### src/sdi_pkg.sv
// Package for the strict decimal to integer converter.
// Holds shared types, codes and constants; no dependencies.
`timescale 1ns / 1ps

package sdi_pkg;

  localparam int DefaultAccWidth = 64;
  localparam int CharWidth       = 8;
  localparam int ValueWidth      = 64;
  localparam int BaseWidth       = 6;
  localparam int CfgIndexWidth   = 2;
  localparam int CfgDataWidth    = 6;

  localparam logic [BaseWidth-1:0] BaseDecimal = 6'd10;

  localparam logic [CharWidth-1:0] ChNul   = 8'h00;
  localparam logic [CharWidth-1:0] ChZero  = 8'h30;
  localparam logic [CharWidth-1:0] ChNine  = 8'h39;
  localparam logic [CharWidth-1:0] ChMinus = 8'h2d;
  localparam logic [CharWidth-1:0] ChPlus  = 8'h2b;
  localparam logic [CharWidth-1:0] ChSpace = 8'h20;
  localparam logic [CharWidth-1:0] ChTab   = 8'h09;
  localparam logic [CharWidth-1:0] ChCr    = 8'h0d;

  typedef enum logic [CfgIndexWidth-1:0] {
    CFG_SIGNED_MODE = 2'd0,
    CFG_NARROW_MODE = 2'd1,
    CFG_NUMBER_BASE = 2'd2
  } cfg_index_e;

  typedef enum logic [1:0] {
    ST_OK      = 2'd0,
    ST_INVALID = 2'd1,
    ST_RANGE   = 2'd2
  } status_e;

  typedef enum logic [1:0] {
    PH_LEAD   = 2'd0,
    PH_SIGN   = 2'd1,
    PH_DIGITS = 2'd2,
    PH_TRAIL  = 2'd3
  } phase_e;

  typedef struct packed {
    logic                 signed_mode;
    logic                 narrow_mode;
    logic [BaseWidth-1:0] number_base;
  } cfg_t;

  typedef struct packed {
    logic                 valid;
    logic [CharWidth-1:0] ch;
  } in_item_t;

  typedef struct packed {
    logic                  valid;
    logic [ValueWidth-1:0] value;
    status_e               status;
  } result_t;

endpackage

### src/strict_decimal_to_integer.sv
// Top level of the strict decimal string to integer converter.
// Depends on sdi_pkg, sdi_in_stage, sdi_parser, sdi_out_stage.
//
//   channel | handshake                  | payload
//   --------+----------------------------+-------------------------
//   input   | in_valid_i / in_stall_o    | ch_i[7:0]
//   output  | out_valid_o / out_stall_i  | value_o[63:0], status_o[1:0]
//   config  | cfg_we_i                   | cfg_index_i, cfg_data_i
//
// One character per cycle while no NUL waits: input register, one step (x10, add,
// limit compare), result register. A NUL's result is registered when the NUL is taken.
// Only a NUL waits when the result register is full and stalled.
// Reset clears the parse state, the handshake flags and the config registers
// (signed mode, full range, base 10). No clearing pass.
`timescale 1ns / 1ps

module strict_decimal_to_integer #(
  parameter int AccWidth = sdi_pkg::DefaultAccWidth
) (
  input  logic                              clk_i,
  input  logic                              rst_ni,
  input  logic                              in_valid_i,
  output logic                              in_stall_o,
  input  logic [sdi_pkg::CharWidth-1:0]     ch_i,
  output logic                              out_valid_o,
  input  logic                              out_stall_i,
  output logic [sdi_pkg::ValueWidth-1:0]    value_o,
  output logic [1:0]                        status_o,
  input  logic                              cfg_we_i,
  input  logic [sdi_pkg::CfgIndexWidth-1:0] cfg_index_i,
  input  logic [sdi_pkg::CfgDataWidth-1:0]  cfg_data_i
);

  sdi_pkg::cfg_t     cfg_q, cfg_d;
  sdi_pkg::in_item_t item;
  sdi_pkg::result_t  result;
  logic              take;
  logic              out_free;

  always_comb begin
    cfg_d = cfg_q;
    if (cfg_we_i) begin
      case (cfg_index_i)
        sdi_pkg::CFG_SIGNED_MODE: cfg_d.signed_mode = cfg_data_i[0];
        sdi_pkg::CFG_NARROW_MODE: cfg_d.narrow_mode = cfg_data_i[0];
        sdi_pkg::CFG_NUMBER_BASE: cfg_d.number_base = cfg_data_i[sdi_pkg::BaseWidth-1:0];
        default: ;
      endcase
    end
  end

  always_ff @(posedge clk_i or negedge rst_ni) begin
    if (!rst_ni) begin
      cfg_q.signed_mode <= 1'b1;
      cfg_q.narrow_mode <= 1'b0;
      cfg_q.number_base <= sdi_pkg::BaseDecimal;
    end else begin
      cfg_q <= cfg_d;
    end
  end

  sdi_in_stage u_in_stage (
    .clk_i      (clk_i),
    .rst_ni     (rst_ni),
    .in_valid_i (in_valid_i),
    .in_stall_o (in_stall_o),
    .ch_i       (ch_i),
    .take_i     (take),
    .item_o     (item)
  );

  sdi_parser #(
    .AccWidth (AccWidth)
  ) u_parser (
    .clk_i      (clk_i),
    .rst_ni     (rst_ni),
    .cfg_i      (cfg_q),
    .item_i     (item),
    .out_free_i (out_free),
    .take_o     (take),
    .result_o   (result)
  );

  sdi_out_stage u_out_stage (
    .clk_i       (clk_i),
    .rst_ni      (rst_ni),
    .result_i    (result),
    .out_free_o  (out_free),
    .out_valid_o (out_valid_o),
    .out_stall_i (out_stall_i),
    .value_o     (value_o),
    .status_o    (status_o)
  );

endmodule

### src/sdi_in_stage.sv
// Input register: holds one character item until the parser takes it.
// Depends on sdi_pkg.
`timescale 1ns / 1ps

module sdi_in_stage (
  input  logic                          clk_i,
  input  logic                          rst_ni,
  input  logic                          in_valid_i,
  output logic                          in_stall_o,
  input  logic [sdi_pkg::CharWidth-1:0] ch_i,
  input  logic                          take_i,
  output sdi_pkg::in_item_t             item_o
);

  logic                          valid_q, valid_d;
  logic [sdi_pkg::CharWidth-1:0] ch_q;
  logic                          accept;

  assign in_stall_o = valid_q && !take_i;
  assign accept     = in_valid_i && !in_stall_o;

  always_comb begin
    valid_d = valid_q;
    if (accept) begin
      valid_d = 1'b1;
    end else if (take_i) begin
      valid_d = 1'b0;
    end
  end

  always_ff @(posedge clk_i or negedge rst_ni) begin
    if (!rst_ni) begin
      valid_q <= 1'b0;
    end else begin
      valid_q <= valid_d;
    end
  end

  always_ff @(posedge clk_i) begin
    if (accept) begin
      ch_q <= ch_i;
    end
  end

  assign item_o.valid = valid_q;
  assign item_o.ch    = ch_q;

endmodule

### src/sdi_parser.sv
// Parse state and one-character step: sign, digit accumulation, limits, errors.
// Depends on sdi_pkg.
`timescale 1ns / 1ps

module sdi_parser #(
  parameter int AccWidth = sdi_pkg::DefaultAccWidth
) (
  input  logic              clk_i,
  input  logic              rst_ni,
  input  sdi_pkg::cfg_t     cfg_i,
  input  sdi_pkg::in_item_t item_i,
  input  logic              out_free_i,
  output logic              take_o,
  output sdi_pkg::result_t  result_o
);

  localparam int  ProdWidth = AccWidth + 4;
  localparam bit  NarrowCut = (AccWidth > 32);
  localparam logic [AccWidth-1:0] Half = {1'b1, {(AccWidth-1){1'b0}}};

  sdi_pkg::phase_e       phase_q, phase_d;
  sdi_pkg::status_e      err_q, err_d;
  logic [AccWidth-1:0]   mag_q, mag_d;
  logic                  neg_q, neg_d;
  logic                  seen_q, seen_d;

  logic                  is_nul, is_digit, is_space, is_sign;
  logic [3:0]            digit;
  logic [AccWidth-1:0]   lim_full, lim_nul;
  logic [31:0]           lim32;
  logic [ProdWidth-1:0]  prod;
  logic                  over;
  logic [sdi_pkg::ValueWidth-1:0] mag_ext;

  assign is_nul   = (item_i.ch == sdi_pkg::ChNul);
  assign is_digit = (item_i.ch >= sdi_pkg::ChZero) && (item_i.ch <= sdi_pkg::ChNine);
  assign is_space = (item_i.ch == sdi_pkg::ChSpace) ||
                    ((item_i.ch >= sdi_pkg::ChTab) && (item_i.ch <= sdi_pkg::ChCr));
  assign is_sign  = (item_i.ch == sdi_pkg::ChMinus) || (item_i.ch == sdi_pkg::ChPlus);
  assign digit    = 4'(item_i.ch - sdi_pkg::ChZero);

  // a NUL needs a free result slot, other characters always go through
  assign take_o = item_i.valid && (!is_nul || out_free_i);

  always_comb begin
    if (!cfg_i.signed_mode) begin
      lim_full = '1;
      lim32    = 32'hffff_ffff;
    end else if (neg_q) begin
      lim_full = Half;
      lim32    = 32'h8000_0000;
    end else begin
      lim_full = Half - AccWidth'(1);
      lim32    = 32'h7fff_ffff;
    end
    lim_nul = (cfg_i.narrow_mode && NarrowCut) ? AccWidth'(lim32) : lim_full;
  end

  // mag*10 + d, exact; over-limit here matches the divided compare
  assign prod = {mag_q, 3'b000} + {2'b00, mag_q, 1'b0} + ProdWidth'(digit);
  assign over = prod > {4'b0000, lim_full};

  assign mag_ext = sdi_pkg::ValueWidth'(mag_q);

  always_comb begin
    phase_d = phase_q;
    err_d   = err_q;
    mag_d   = mag_q;
    neg_d   = neg_q;
    seen_d  = seen_q;

    result_o.valid  = take_o && is_nul;
    result_o.value  = '0;
    result_o.status = err_q;

    if (err_q == sdi_pkg::ST_OK) begin
      if (cfg_i.number_base != sdi_pkg::BaseDecimal || !seen_q) begin
        result_o.status = sdi_pkg::ST_INVALID;
      end else if (mag_q > lim_nul) begin
        result_o.status = sdi_pkg::ST_RANGE;
      end else begin
        result_o.value = neg_q ? (sdi_pkg::ValueWidth'(0) - mag_ext) : mag_ext;
      end
    end

    if (take_o) begin
      if (is_nul) begin
        phase_d = sdi_pkg::PH_LEAD;
        err_d   = sdi_pkg::ST_OK;
        mag_d   = '0;
        neg_d   = 1'b0;
        seen_d  = 1'b0;
      end else if (err_q == sdi_pkg::ST_OK) begin
        if (is_digit) begin
          if (phase_q == sdi_pkg::PH_TRAIL) begin
            err_d = sdi_pkg::ST_INVALID;
          end else if (over) begin
            err_d = sdi_pkg::ST_RANGE;
          end else begin
            mag_d   = prod[AccWidth-1:0];
            seen_d  = 1'b1;
            phase_d = sdi_pkg::PH_DIGITS;
          end
        end else if (is_space) begin
          if (phase_q == sdi_pkg::PH_SIGN) begin
            err_d = sdi_pkg::ST_INVALID;
          end else if (phase_q == sdi_pkg::PH_DIGITS) begin
            phase_d = sdi_pkg::PH_TRAIL;
          end
        end else if (is_sign && cfg_i.signed_mode && phase_q == sdi_pkg::PH_LEAD) begin
          neg_d   = (item_i.ch == sdi_pkg::ChMinus);
          phase_d = sdi_pkg::PH_SIGN;
        end else begin
          err_d = sdi_pkg::ST_INVALID;
        end
      end
    end
  end

  always_ff @(posedge clk_i or negedge rst_ni) begin
    if (!rst_ni) begin
      phase_q <= sdi_pkg::PH_LEAD;
      err_q   <= sdi_pkg::ST_OK;
      mag_q   <= '0;
      neg_q   <= 1'b0;
      seen_q  <= 1'b0;
    end else begin
      phase_q <= phase_d;
      err_q   <= err_d;
      mag_q   <= mag_d;
      neg_q   <= neg_d;
      seen_q  <= seen_d;
    end
  end

endmodule

### src/sdi_out_stage.sv
// Result register: holds one result item until the receiver takes it.
// Depends on sdi_pkg.
`timescale 1ns / 1ps

module sdi_out_stage (
  input  logic                           clk_i,
  input  logic                           rst_ni,
  input  sdi_pkg::result_t               result_i,
  output logic                           out_free_o,
  output logic                           out_valid_o,
  input  logic                           out_stall_i,
  output logic [sdi_pkg::ValueWidth-1:0] value_o,
  output logic [1:0]                     status_o
);

  logic                           valid_q, valid_d;
  logic [sdi_pkg::ValueWidth-1:0] value_q;
  sdi_pkg::status_e               status_q;

  assign out_free_o = !valid_q || !out_stall_i;

  always_comb begin
    valid_d = valid_q && out_stall_i;
    if (result_i.valid) begin
      valid_d = 1'b1;
    end
  end

  always_ff @(posedge clk_i or negedge rst_ni) begin
    if (!rst_ni) begin
      valid_q <= 1'b0;
    end else begin
      valid_q <= valid_d;
    end
  end

  always_ff @(posedge clk_i) begin
    if (result_i.valid) begin
      value_q  <= result_i.value;
      status_q <= result_i.status;
    end
  end

  assign out_valid_o = valid_q;
  assign value_o     = value_q;
  assign status_o    = status_q;

endmodule
### config.mk
export PLATFORM = sky130hd
export DESIGN_NAME = strict_decimal_to_integer
export DESIGN_NICKNAME = d
export VERILOG_FILES = /design/src/sdi_pkg.sv /design/src/strict_decimal_to_integer.sv /design/src/sdi_in_stage.sv /design/src/sdi_parser.sv /design/src/sdi_out_stage.sv
export SDC_FILE = /design/constraint.sdc
export NUM_CORES = 1
export LEC_CHECK = 0
export CAP_MARGIN = 10
export CORE_ASPECT_RATIO = 1.25
export CORE_MARGIN = 5
export CORE_UTILIZATION = 60
export DETAILED_ROUTE_END_ITERATION = 12
export DONT_BUFFER_PORTS = 1
export PLACE_DENSITY = 0.79
export SLEW_MARGIN = 20
export SYNTH_ARGS = -nofsm -noshare
export SYNTH_HDL_FRONTEND = slang
export SYNTH_SLANG_ARGS = --single-unit
### constraint.sdc
create_clock -name clk_i -period 6.18 [get_ports clk_i]
set_clock_uncertainty 0.15 [all_clocks]
set_input_delay 1.236 -clock clk_i [delete_from_list [all_inputs] [get_ports clk_i]]
set_output_delay 1.236 -clock clk_i [all_outputs]
set_load 0.02 [all_outputs]
==> impl_metrics.py <==
metrics = {
    "run_status": {
        "outcome": "finished with violations",
        "failed_checks": "negative setup slack",
    },
    "synthesis": {
        "ys_seq_area_share_pct": 27.79,
        "synth.area.top_cells": "ha_1 21%, edfxtp_1 15%, dfrtp_1 13%",
        "synth_xor_area_share_pct": 7.130,
        "ys_async_sr_fraction_pct": 51.95,
        "yosys.area_share.adder_pct": 21.32,
        "syn-num-nets": 1965,
        "syn_area_um2": 15210,
        "muxShareOfSynthArea_pct": 5.222,
        "synth-main-ff-cell": "dfrtp_1",
        "synth_most_common_cell": "ha_1",
        "ys_ff_latch": 154,
        "synth_top_area_cell": "ha_1",
        "synth_top_area_share_pct": 21.05,
        "synth_edf_count": 74,
        "netlist_instances": 1686,
        "synth-compound-area-share_pct": 16.83,
        "avgSynthCellArea_um2": 9.024,
        "synth_top_family_by_area": "adder cells",
        "ys_types": 80,
        "synth_commonest_cells": "256 x ha_1, 148 x nand2_1, 141 x a21oi_1",
        "ys.warnings.count": 0,
        "yosys.area_share.simple_pct": 18.29,
    },
    "power_and_ir_drop": {
        "intPower_mw": 1.767,
        "switchingPower_mw": 0.6810,
        "power_frac_clock_pct": 40.6,
        "p_per_area_nw_per_um2": 135.2,
        "pwr-share-seq_pct": 46.4,
        "p_sw_share_pct": 27.82,
        "p_total_mw": 2.448,
        "p_comb_share_pct": 13.1,
        "peakVddDrop_uv": 133.8,
        "leakage_nw": 8.739,
    },
    "detailed_routing": {
        "first_iter_violations": 1068,
        "drc_errors": 0,
        "vias": 14194,
        "routed_wl_mm": 46.24,
        "postRouteAntennaNets": 0,
        "wl_per_cell_um": 20.94,
        "drt_first_pass_iters": 6,
        "avgViaCountPerCell": 6.428,
    },
    "global_route": {
        "grt_pass1_vias": 14299,
        "grt_max_degree": 81,
        "overflow": 0,
        "grt_antenna_before_repair": 0,
        "track_usage_pct": 31.15,
        "grt_first_pass_wirelength_mm": 72.61,
    },
    "critical_path": {
        "cpMostUsedCell": "ha_1",
        "startpoint_type": "flip-flop",
        "critical_path_required_ns": 6.37,
        "crit_path_cell_trace": "ha_1, ha_1, nand4_1, or4_1, or4_1, a31oi_1, a21o_1, a2bb2oi_2, a21boi_1, o31ai_2, xnor2_1, ha_1, nand2_1, nor3_2, nor4b_4, a21oi_1, a211oi_1, nand3_1, a41oi_2, nand3_2, nor4b_4, buf_12, clkbuf_16, mux2_1",
        "crit_slowest_cell": "or4_1",
        "r2r_cells": 24,
        "end_kind": "flip-flop",
        "path_max_fanout": 9,
        "cpPeakStageDelay_ns": 0.59,
        "critPathKind": "flip-flop to flip-flop",
        "arrival_ns": 6.64,
        "reg2reg_slack_ns": -0.27,
    },
    "timing": {
        "fin_crit_ns": 6.450,
        "fmax_ghz": 0.1550,
        "timing.final.ws_setup_ns": -0.2702,
        "grt_setup_unrepaired": "yes",
        "hold_violations": 0,
        "period_share_pct": 104.4,
        "tns_ns": -13.14,
        "max_slew_margin_pct": 27.39,
        "worst_pin_slew_ns": 1.079,
        "slew_viol_final": 0,
        "setup_violations": 64,
    },
    "cells_and_area": {
        "drive_above_1_share_pct": 19.38,
        "fillCellCount": 1822,
        "syn2layout_area_growth_pct": 18.99,
        "final_net_count": 2139,
        "n_antenna_cell": 0,
    },
    "floorplan": {
        "rows": 65,
        "fp.coreArea_um2": 25130,
        "die_h_um": 188.0,
        "initial_utilization_pct": 60.54,
        "die_area_um2": 28660,
        "ios": 89,
        "die_w_um": 152.4,
    },
    "cts": {
        "cts-buffers-inserted": 17,
        "htree_levels": 4,
        "cts.sinks": 154,
        "clockBufferDepth": 2,
        "hold_buffers": 0,
        "cts_root_buffer": "clkbuf_16",
        "clkTransAtPathRegs_ns": 0.07,
        "cts_tree": "done",
        "clkLatencyLatePin_ns": 0.46,
    },
    "placement": {
        "io_buffers": 0,
        "pre_cts_ws_ns": -0.4704,
        "dp_hpwl_mm": 35.14,
        "gp_congestion": 1.053,
    },
    "worst_hold_path": {
        "hp-class": "primary input to async pin",
    },
    "job": {
        "cap_viol_max_count": 0,
    },
}
## area by class of cell
| cell class | count | area, um^2 | share of cell area, % |
|---|---|---|---|
| clock buffer | 17 | 425.4 | 2.350 |
| clock inverter | 15 | 117.6 | 0.6497 |
| inverter | 50 | 187.7 | 1.037 |
| multi-input combinational | 1415 | 10880 | 60.09 |
| sequential | 154 | 4229 | 23.36 |
| tap | 335 | 419.2 | 2.315 |
| timing repair buffer | 222 | 1846 | 10.19 |
## stage by stage
step                cell area [um^2]  hold slack (ns)  instances  util [%]
global route                   18100           0.3194       2208     72.04
finish                         18100           0.3308       2208     72.04
CTS                            17680           0.3208       2197     70.37
global placement               16900           0.3285       2156     67.23
floorplan                      15260           0.2916       1686         -
detailed placement             16900           0.3141       2156     67.23
## logic make-up (layout without fill, tap and decap cells)
group,after synthesis,in the layout
and+or+nand+nor,552,552
AOI/OAI and AO/OA,409,409
DFF,154,154
buffers and inverters,117,304
muxes,73,73
adders and majority gates,258,258
xor gates and xnor gates,123,123
## layout by cell type (no fill, tap or decap), types with 21 or more instances in the layout
cell type  netlist  layout
ha_1           256     256
buf_4            0     206
nand2_1        148     147
a21oi_1        141     138
nor2_1         131     130
o21ai_0         89      86
xor2_1          83      80
dfrtp_1         77      76
edfxtp_1        74      74
nand4_1         62      62
a21o_1          49      49
inv_1           50      48
and2_1          42      42
xnor2_1         39      37
mux2_4           2      34
nor3_1          32      29
mux2i_1         28      27
nand3_1         25      22
clkbuf_16        0      21
## critical path: cells and delay by family, from the launching register on
family / cells / cell delay, ns
AND/OR/NAND/NOR: 9 / 2.31
AO/OA/AOI/OAI: 8 / 1.53
adder cells (fa/ha/maj): 3 / 0.99
flip-flops: 1 / 0.44
buffers and inverters: 2 / 0.42
multiplexers: 1 / 0.32
XOR/XNOR: 1 / 0.17
## final timing paths
check	start	to
worst max-delay path	u_parser.mag_ext[34]	u_parser.mag_ext[51]
worst min-delay path	rst_ni	u_parser.mag_ext[26]
worst max register to register	u_parser.mag_ext[34]	u_parser.mag_ext[51]
worst min register to register	u_parser.seen_q	u_parser.seen_q
max in group asynchronous	rst_ni	cfg_q[3]
min in group clk_i	u_parser.seen_q	u_parser.seen_q
## state kept, by name, indices dropped and copies added, names as in the netlist
register and count:
u_parser.mag_ext 64, u_parser.phase_q 2, u_parser.seen_q 1, u_in_stage.valid_q 1, u_in_stage.ch_q 8, u_out_stage.status_o 2, u_out_stage.out_valid_o 1, cfg_q 8
u_parser.neg_q 1, u_parser.err_q 2, u_out_stage.value_o 64
## power by group through the flow
| stage | registers (mW) | clock network [mW] | logic, mW |
|---|---|---|---|
| after global routing | 1.14 | 1.04 | 0.356 |
| after floorplan | 1.15 | 0 | 0.198 |
| after CTS | 1.13 | 0.994 | 0.307 |
| final | 1.13 | 0.993 | 0.320 |
| after global placement | 1.15 | 0 | 0.282 |
| after detailed placement | 1.15 | 0 | 0.298 |
## layer usage
layer | vias up | routed length [um] | track usage [%]
met5 | - | 0 | 0
met4 | 0 | 3001 | 18.20
met3 | 200 | 2723 | 4.617
met2 | 635 | 22890 | 54.72
met1 | 6738 | 17630 | 36.03
li1 | 6621 | - | -
## what timing repair did
action                     CTS  global route
setup endpoints to repair   65            68
setup buffers                7             8
pin swaps                    5            10
gates resized for setup     38            58
cloned                       2             4
Power figures use the tool's default switching activity.
